--- src/rgb_to_hsv_converter_unit_macros.svh ---
// Assertion macros shared by the RGB to HSV converter RTL.
`ifndef RGB_TO_HSV_CONVERTER_UNIT_MACROS_SVH
`define RGB_TO_HSV_CONVERTER_UNIT_MACROS_SVH

`ifndef NO_ASSERTIONS
// Same-cycle implication under reset
`define RTH_ASSERT_IMPLY(label, clk, rst_n, ante, cons) \
  label: assert property (@(posedge clk) disable iff (!(rst_n)) (ante) |-> (cons)) \
    else $error("rgb_to_hsv: implication check failed");
// Next-cycle implication under reset
`define RTH_ASSERT_NEXT(label, clk, rst_n, ante, cons) \
  label: assert property (@(posedge clk) disable iff (!(rst_n)) (ante) |=> (cons)) \
    else $error("rgb_to_hsv: next-cycle check failed");
`else
`define RTH_ASSERT_IMPLY(label, clk, rst_n, ante, cons)
`define RTH_ASSERT_NEXT(label, clk, rst_n, ante, cons)
`endif

`endif

--- src/rgb2hsv_pkg.sv ---
// Types, constants and divider step functions for the RGB to HSV converter.
package rgb2hsv_pkg;

  localparam int ChanW    = 8;   // one color channel
  localparam int HueW     = 16;  // hue, 0.16 turn
  localparam int SatW     = 17;  // saturation, 1.16
  localparam int HueDivW  = 11;  // 6 * delta, up to 1530
  localparam int InDataW  = 24;  // red, green, blue
  localparam int OutDataW = 48;  // hue, saturation, value, zero pad
  localparam int NumSteps = 16;  // quotient bits resolved in the step stages
  localparam int NumStg   = NumSteps + 3;  // input, min/max, setup, steps

  typedef enum logic [1:0] {
    SEC_RED,
    SEC_GREEN,
    SEC_BLUE
  } sector_e;

  // Pixel as carried on tdata, red in the low byte
  typedef struct packed {
    logic [ChanW-1:0] blue;
    logic [ChanW-1:0] green;
    logic [ChanW-1:0] red;
  } pix_t;

  typedef struct packed {
    logic [ChanW-1:0]        mx;
    logic [ChanW-1:0]        mn;
    sector_e                 sector;
    logic signed [ChanW:0]   diff;
  } ext_t;

  typedef struct packed {
    logic [HueDivW-1:0] hue_rem;
    logic [HueDivW-1:0] hue_div;
    logic [HueW-1:0]    hue_q;
    logic [ChanW-1:0]   sat_rem;
    logic [ChanW-1:0]   sat_div;
    logic [SatW-1:0]    sat_q;
    logic [ChanW-1:0]   value;
  } div_t;

  // One restoring step for the hue divider: {quotient bit, new remainder}
  function automatic logic [HueDivW:0] hue_step(logic [HueDivW-1:0] rem,
                                                logic [HueDivW-1:0] dv);
    logic [HueDivW:0] r2;
    logic [HueDivW:0] sub;
    logic             ge;
    r2  = {rem, 1'b0};
    sub = r2 - {1'b0, dv};
    ge  = (r2 >= {1'b0, dv});
    return {ge, (ge ? sub[HueDivW-1:0] : r2[HueDivW-1:0])};
  endfunction

  // One restoring step for the saturation divider
  function automatic logic [ChanW:0] sat_step(logic [ChanW-1:0] rem,
                                              logic [ChanW-1:0] dv);
    logic [ChanW:0] r2;
    logic [ChanW:0] sub;
    logic           ge;
    r2  = {rem, 1'b0};
    sub = r2 - {1'b0, dv};
    ge  = (r2 >= {1'b0, dv});
    return {ge, (ge ? sub[ChanW-1:0] : r2[ChanW-1:0])};
  endfunction

endpackage

--- src/rgb_to_hsv_converter_unit.sv ---
// RGB to HSV converter: 8-bit RGB pixel in, fixed-point hue/saturation/value out.
// Takes one pixel per clock while the output side does not stall and returns one
// result per pixel, in order. The two restoring dividers (hue and saturation)
// resolve one quotient bit per pipeline stage over 16 stages, behind an input
// register, a min/max stage and a setup stage. Each stage holds only while the
// stage after it is full and stalled, so bubbles close up and input is taken
// while a result waits at the output.
// Hue is floor(65536 * fraction of a turn), wrapped to 0..65535; gray gives 0.
// Saturation is floor(65536 * (max - min) / max), 0 for black. Value is the max.
`include "rgb_to_hsv_converter_unit_macros.svh"

module rgb_to_hsv_converter_unit (
  input  logic                             clk_i,
  input  logic                             rst_ni,
  input  logic                             s_axis_tvalid_i,
  output logic                             s_axis_tready_o,
  // [7:0] red, [15:8] green, [23:16] blue
  input  logic [rgb2hsv_pkg::InDataW-1:0]  s_axis_tdata_i,
  output logic                             m_axis_tvalid_o,
  input  logic                             m_axis_tready_i,
  // [15:0] hue, [32:16] saturation, [40:33] value, [47:41] zero
  output logic [rgb2hsv_pkg::OutDataW-1:0] m_axis_tdata_o
);
  import rgb2hsv_pkg::*;

  // Per-stage valid and load enable
  logic [NumStg-1:0] v_q;
  logic [NumStg-1:0] en;

  pix_t pix_q;
  ext_t ext_d, ext_q;
  div_t div_d;
  div_t div_q [NumSteps+1];

  // Stage loads when empty or when its successor moves
  assign en[NumStg-1] = !v_q[NumStg-1] || m_axis_tready_i;
  for (genvar i = 0; i < NumStg - 1; i++) begin : g_en
    assign en[i] = !v_q[i] || en[i+1];
  end

  assign s_axis_tready_o = en[0];

  // Valid bits
  always_ff @(posedge clk_i or negedge rst_ni) begin
    if (!rst_ni) begin
      v_q <= '0;
    end else begin
      if (en[0]) begin
        v_q[0] <= s_axis_tvalid_i;
      end
      for (int i = 1; i < NumStg; i++) begin
        if (en[i]) begin
          v_q[i] <= v_q[i-1];
        end
      end
    end
  end

  // Input register
  always_ff @(posedge clk_i) begin
    if (en[0]) begin
      pix_q <= pix_t'(s_axis_tdata_i);
    end
  end

  // Max, min and dominant sector; ties go red, then green
  always_comb begin
    ext_d = '0;
    if (pix_q.red >= pix_q.green && pix_q.red >= pix_q.blue) begin
      ext_d.sector = SEC_RED;
      ext_d.mx     = pix_q.red;
      ext_d.diff   = $signed({1'b0, pix_q.green}) - $signed({1'b0, pix_q.blue});
    end else if (pix_q.green >= pix_q.blue) begin
      ext_d.sector = SEC_GREEN;
      ext_d.mx     = pix_q.green;
      ext_d.diff   = $signed({1'b0, pix_q.blue}) - $signed({1'b0, pix_q.red});
    end else begin
      ext_d.sector = SEC_BLUE;
      ext_d.mx     = pix_q.blue;
      ext_d.diff   = $signed({1'b0, pix_q.red}) - $signed({1'b0, pix_q.green});
    end
    ext_d.mn = pix_q.red;
    if (pix_q.green < ext_d.mn) ext_d.mn = pix_q.green;
    if (pix_q.blue < ext_d.mn) ext_d.mn = pix_q.blue;
  end

  always_ff @(posedge clk_i) begin
    if (en[1]) begin
      ext_q <= ext_d;
    end
  end

  // Divider setup: hue numerator wrapped into [0, 6*delta), first saturation bit
  logic [ChanW-1:0]     delta;
  logic [ChanW+1:0]     kd;
  logic [HueDivW-1:0]   six_d;
  logic signed [HueDivW:0] t_pos;
  logic signed [HueDivW:0] t_wrap;
  logic                 sat_full;

  always_comb begin
    delta = ext_q.mx - ext_q.mn;
    case (ext_q.sector)
      SEC_RED:   kd = '0;
      SEC_GREEN: kd = {1'b0, delta, 1'b0};
      SEC_BLUE:  kd = {delta, 2'b00};
      default:   kd = '0;
    endcase
    six_d  = {1'b0, delta, 2'b00} + {2'b00, delta, 1'b0};
    t_pos  = $signed({2'b00, kd}) + {{(HueDivW-ChanW){ext_q.diff[ChanW]}}, ext_q.diff};
    t_wrap = t_pos[HueDivW] ? (t_pos + $signed({1'b0, six_d})) : t_pos;
    sat_full = (ext_q.mn == '0) && (ext_q.mx != '0);

    div_d.hue_rem = t_wrap[HueDivW-1:0];
    // A gray pixel divides zero by one, giving hue 0
    div_d.hue_div = (delta == '0) ? HueDivW'(1) : six_d;
    div_d.hue_q   = '0;
    div_d.sat_rem = sat_full ? '0 : delta;
    // Black divides zero by one, giving saturation 0
    div_d.sat_div = (ext_q.mx == '0) ? ChanW'(1) : ext_q.mx;
    div_d.sat_q   = {{(SatW-1){1'b0}}, sat_full};
    div_d.value   = ext_q.mx;
  end

  always_ff @(posedge clk_i) begin
    if (en[2]) begin
      div_q[0] <= div_d;
    end
  end

  // Restoring division, one quotient bit of each divider per stage
  for (genvar s = 1; s <= NumSteps; s++) begin : g_step
    logic [HueDivW:0] hs;
    logic [ChanW:0]   ss;
    div_t             nxt;

    always_comb begin
      hs            = hue_step(div_q[s-1].hue_rem, div_q[s-1].hue_div);
      ss            = sat_step(div_q[s-1].sat_rem, div_q[s-1].sat_div);
      nxt           = div_q[s-1];
      nxt.hue_rem   = hs[HueDivW-1:0];
      nxt.hue_q     = {div_q[s-1].hue_q[HueW-2:0], hs[HueDivW]};
      nxt.sat_rem   = ss[ChanW-1:0];
      nxt.sat_q     = {div_q[s-1].sat_q[SatW-2:0], ss[ChanW]};
    end

    always_ff @(posedge clk_i) begin
      if (en[s+2]) begin
        div_q[s] <= nxt;
      end
    end
  end

  // Output transfer
  assign m_axis_tvalid_o = v_q[NumStg-1];
  assign m_axis_tdata_o  = {{(OutDataW-HueW-SatW-ChanW){1'b0}},
                            div_q[NumSteps].value,
                            div_q[NumSteps].sat_q,
                            div_q[NumSteps].hue_q};

  // Black result must carry zero hue and zero saturation
  `RTH_ASSERT_IMPLY(a_black_zero, clk_i, rst_ni,
    m_axis_tvalid_o && div_q[NumSteps].value == '0,
    div_q[NumSteps].hue_q == '0 && div_q[NumSteps].sat_q == '0)
  // Saturation never exceeds one full unit
  `RTH_ASSERT_IMPLY(a_sat_range, clk_i, rst_ni,
    m_axis_tvalid_o && div_q[NumSteps].sat_q[SatW-1],
    div_q[NumSteps].sat_q[SatW-2:0] == '0)
  // Division remainders stay below their divisors
  `RTH_ASSERT_IMPLY(a_rem_bound, clk_i, rst_ni,
    v_q[NumStg-1],
    div_q[NumSteps].hue_rem < div_q[NumSteps].hue_div &&
    div_q[NumSteps].sat_rem < div_q[NumSteps].sat_div)
  // Input backpressure only comes from a stalled output
  `RTH_ASSERT_IMPLY(a_ready_cause, clk_i, rst_ni,
    !s_axis_tready_o,
    m_axis_tvalid_o && !m_axis_tready_i)

endmodule
--- config.mk ---
export PLATFORM = sky130hd
export DESIGN_NAME = rgb_to_hsv_converter_unit
export DESIGN_NICKNAME = d
export VERILOG_FILES = /design/src/rgb2hsv_pkg.sv /design/src/rgb_to_hsv_converter_unit.sv
export VERILOG_INCLUDE_DIRS = /design/src /design/src/src
export SDC_FILE = /design/constraint.sdc
export NUM_CORES = 2
export LEC_CHECK = 0
export BUFFER_PORTS_ARGS = -buffer_cell sky130_fd_sc_hd__buf_2
export CORE_ASPECT_RATIO = 0.5
export CORE_MARGIN = 8
export CORE_UTILIZATION = 55
export DETAILED_ROUTE_END_ITERATION = 10
export PLACE_DENSITY = 0.71
export SLEW_MARGIN = 20
export SYNTH_ARGS = -nofsm -noshare
export SYNTH_HDL_FRONTEND = slang
export SYNTH_SLANG_ARGS = --single-unit
--- constraint.sdc ---
create_clock -name clk_i -period 15.15 [get_ports clk_i]
set_input_delay 3.03 -clock clk_i [delete_from_list [all_inputs] [get_ports clk_i]]
set_output_delay 3.03 -clock clk_i [all_outputs]
set_load 0.02 [all_outputs]
==> metrics.csv <==
stage;metric;value;unit
synthesis;synth_top_area_share;61.3;%
worst_setup_path;crit_required;12.12;ns
clock_network;clock_latency;0.69;ns
clock_network;clock_path_buffers;3;
cells_and_area;regArea;33000;um^2
floorplanning;initial_core_util;55.6;%
route;wl_per_cell;15.6;um
floorplanning;core_area;95500;um^2
timing;tns;0;ns
cells_and_area;area_growth;8.89;%
timing;fmax;112;MHz
global_routing;grtUsageTotal;16.0;%
timing;grt_setup_unrepaired;no;
clock_network;cts_tree;yes;
clock_network;h-tree-depth;3;
synthesis;yosys.area.top_type;edfxtp_1;
timing;slew_headroom;31.1;%
floorplanning;die_w;455;um
cells_and_area;antennaDiodeCount;0;
synthesis;synth.area.top_cells;edfxtp_1 (61%), ha_1 (8.7%), inv_1 (3.6%), mux2_2 (2.7%), o21ai_0 (2.4%);
global_routing;global_route.usage.met3;2.94;%
status;outcome;completed;
worst_hold_path;hold_path_class;reg2reg;
placement;gp_congestion;0.845;
floorplanning;num_rows;80;
synthesis;syn_inst;4047;
clock_network;cts_root_buffer;clkbuf_16;
cells_and_area;nFillCells;7171;
global_routing;first_global_vias;30100;
synthesis;ys_ff_latch;1103;
synthesis;synth_area;53100;um^2
synthesis;avgSynthCellArea;13.1;um^2
worst_setup_path;rrSetupSlack;10.34;ns
global_routing;grt-busiest-layer;met2;
worst_setup_path;r2r_cells;20;
worst_setup_path;path_cells;buf_2 > and3b_1 > and3_1 > inv_2 > nor2_1 > and3_1 > and2_0 > and3_1 > nand3_1 > buf_4 > buf_2;
worst_setup_path;setup.worst_path.start_class;input pin;
global_routing;antenna_found_initial;0;
timing;setup_viol;0;
synthesis;synth_edf_count;1084;
worst_setup_path;end_kind;primary output;
route;dr_total_vias;29000;
route;avgViaCountPerCell;5.29;
cells_and_area;layout-drive-gt1-share;9.91;%
cells_and_area;multi_input_area;17600;um^2
synthesis;yosysSeqAreaShare;62.2;%
route;drt-total-wl;85600;um
worst_setup_path;crit_path_max_fanout;26;
timing;hold_violations;0;
timing;slew_violations;0;
global_routing;grt_max_degree;73;
clock_network;cts.sinks;1103;
route;dr.pass1.iters;5;
clock_network;numCtsBuffers;97;
clock_network;hold_buffers;0;
timing;min_period;8.93;ns
clock_network;clk_pin_slew;0.06;ns
route;detail-route-antenna-nets;0;
worst_setup_path;crit_type;in2out;
worst_setup_path;slowest_delay;0.47;ns
global_routing;grt_pass1_wl;143000;um
timing;min_period_over_period;58.9;%
worst_setup_path;arrival;5.90;ns
worst_hold_path;hold_end;div_q[0][1078];
global_routing;overflow;0;
worst_hold_path;hold_path_depth;0;
clock_network;postCtsSetupRepairBufs;0;
cells_and_area;final_nets;4573;
timing;hold_slack;0.410;ns
floorplanning;die_height;236;um
timing;worstMarginPinSlew;1.03;ns
global_routing;grtUsageMet1;18.7;%
worst_setup_path;reg2reg_to;div_q[0][78];
floorplanning;ioPinCount;78;
worst_setup_path;crit_path_top_delay_cell;and3b_1;
route;drc;0;
synthesis;yosys_warnings;0;
synthesis;async_reset_ff_share;1.72;%
synthesis;synth_cell_types;79;
worst_setup_path;path_common_cell;and3_1;
synthesis;synthFlopType;edfxtp_1;
clock_network;cts_resized;0;
floorplanning;die-area;107000;um^2
global_routing;met2_usage;29.7;%
worst_setup_path;r2r_start;div_d[3];
placement;port_buffers;70;
worst_hold_path;min_from;div_q[0][998];
timing;clock_skew;0.0231;ns
route;drtIter0Drc;1730;
job;drv_cap;0;
placement;dp_hpwl;60500;um
[synthesized netlist by cell type, types with 5 or more instances]
cell type  count
or3_1          6
o31a_1        11
buf_4         54
mux2_2       126
xor2_1        65
xnor2_1      113
a22oi_1        7
nor3b_1       10
mux2i_1       56
and3_1        22
a31oi_1       11
or2_2         11
dfrtp_1       19
nor2_1       275
o21ai_0      252
a221oi_1      12
a31o_2        12
ha_1         368
a21oi_1       92
nand3_1       54
fa_1          37
or4_1          5
inv_1        506
o21a_1        19
nor2b_1      109
a21o_1        37
nor4_1        14
nand2b_1      84
o22ai_1       18
a211oi_1      12
nand3b_1       8
nand4_1       37
a311oi_1      11
o31ai_1       27
a211o_1       16
and2_1        13
nor3_1        73
a21boi_0      57
clkbuf_1      19
buf_2         32
nand2_1      195
edfxtp_1    1084
[registers in the layout, summed over array words and instances, names as in the netlist]
register  count
div_q      1033
ext_q        19
v_q          19
div_d         8
pix_q        24
[metal layers]
layer / up-vias / part of all wire, % / routed length, um
li1: 14700 / - / -
met1: 13900 / 43 / 36900
met2: 358 / 52 / 44100
met3: 149 / 2.9 / 2510
met4: 0 / 2.5 / 2160
met5: - / 0 / 0
[worst max-delay path: cells and delay by family]
kind / cells / cell delay [ns]
and+or+nand+nor: 7 / 2.25
buffers and inverters: 4 / 0.60
[metrics by stage]
step	utilization (%)	instance area (um^2)	setup WS, ns	instances
2_1_floorplan	-	53100	5.65	4053
3_3_place_gp	57.2	54600	6.32	5310
3_5_place_dp	57.2	54600	6.32	5310
4_1_cts	60.5	57700	6.31	5488
5_1_grt	60.5	57800	5.89	5490
6_report	60.5	57800	6.22	5490
[cell families (layout without fill, tap and decap cells)]
| kind of cell | Yosys count | after routing | share of synthesized area [%] |
|---|---|---|---|
| flip-flops | 1103 | 1103 | 62.2 |
| AND/OR/NAND/NOR | 930 | 930 | 8.57 |
| AO/OA/AOI/OAI | 631 | 631 | 7.52 |
| buffers and inverters | 614 | 780 | 4.83 |
| adder cells (fa/ha/maj) | 405 | 405 | 10.1 |
| multiplexers | 183 | 183 | 3.76 |
| XOR/XNOR | 180 | 180 | 3.00 |
| other | 1 | 7 | 0.00707 |
[worst max-delay path by stage]
stage	from	cells past startpoint	endpoint	slack, ns
after global routing	m_axis_tready_i	11	s_axis_tready_o	5.89
after global placement	m_axis_tready_i	11	s_axis_tready_o	6.32
after detailed placement	m_axis_tready_i	11	s_axis_tready_o	6.32
after CTS	m_axis_tready_i	11	s_axis_tready_o	6.31
after floorplan	m_axis_tready_i	8	s_axis_tready_o	5.65
final	m_axis_tready_i	11	s_axis_tready_o	6.22
[area by class of cell]
type	count	share of cell area (%)
multi-input cells	2336	30.4
well taps	1271	2.75
clock buffers	121	4.45
clock inverters	57	0.959
repair buffers	95	0.966
flip-flops and latches	1103	57.2
inverters	507	3.30
[layout by cell type, fill, tap and decap left out, types with 92 or more instances in the layout]
cell type	count
a21oi_1	92
clkbuf_16	99
edfxtp_1	1084
ha_1	368
inv_1	501
mux2_2	126
nand2_1	188
nor2_1	275
nor2b_1	109
o21ai_0	252
xnor2_1	113
Power is not shown: default switching activity piles up to over one toggle a cycle in this logic, so the estimate is an artifact.
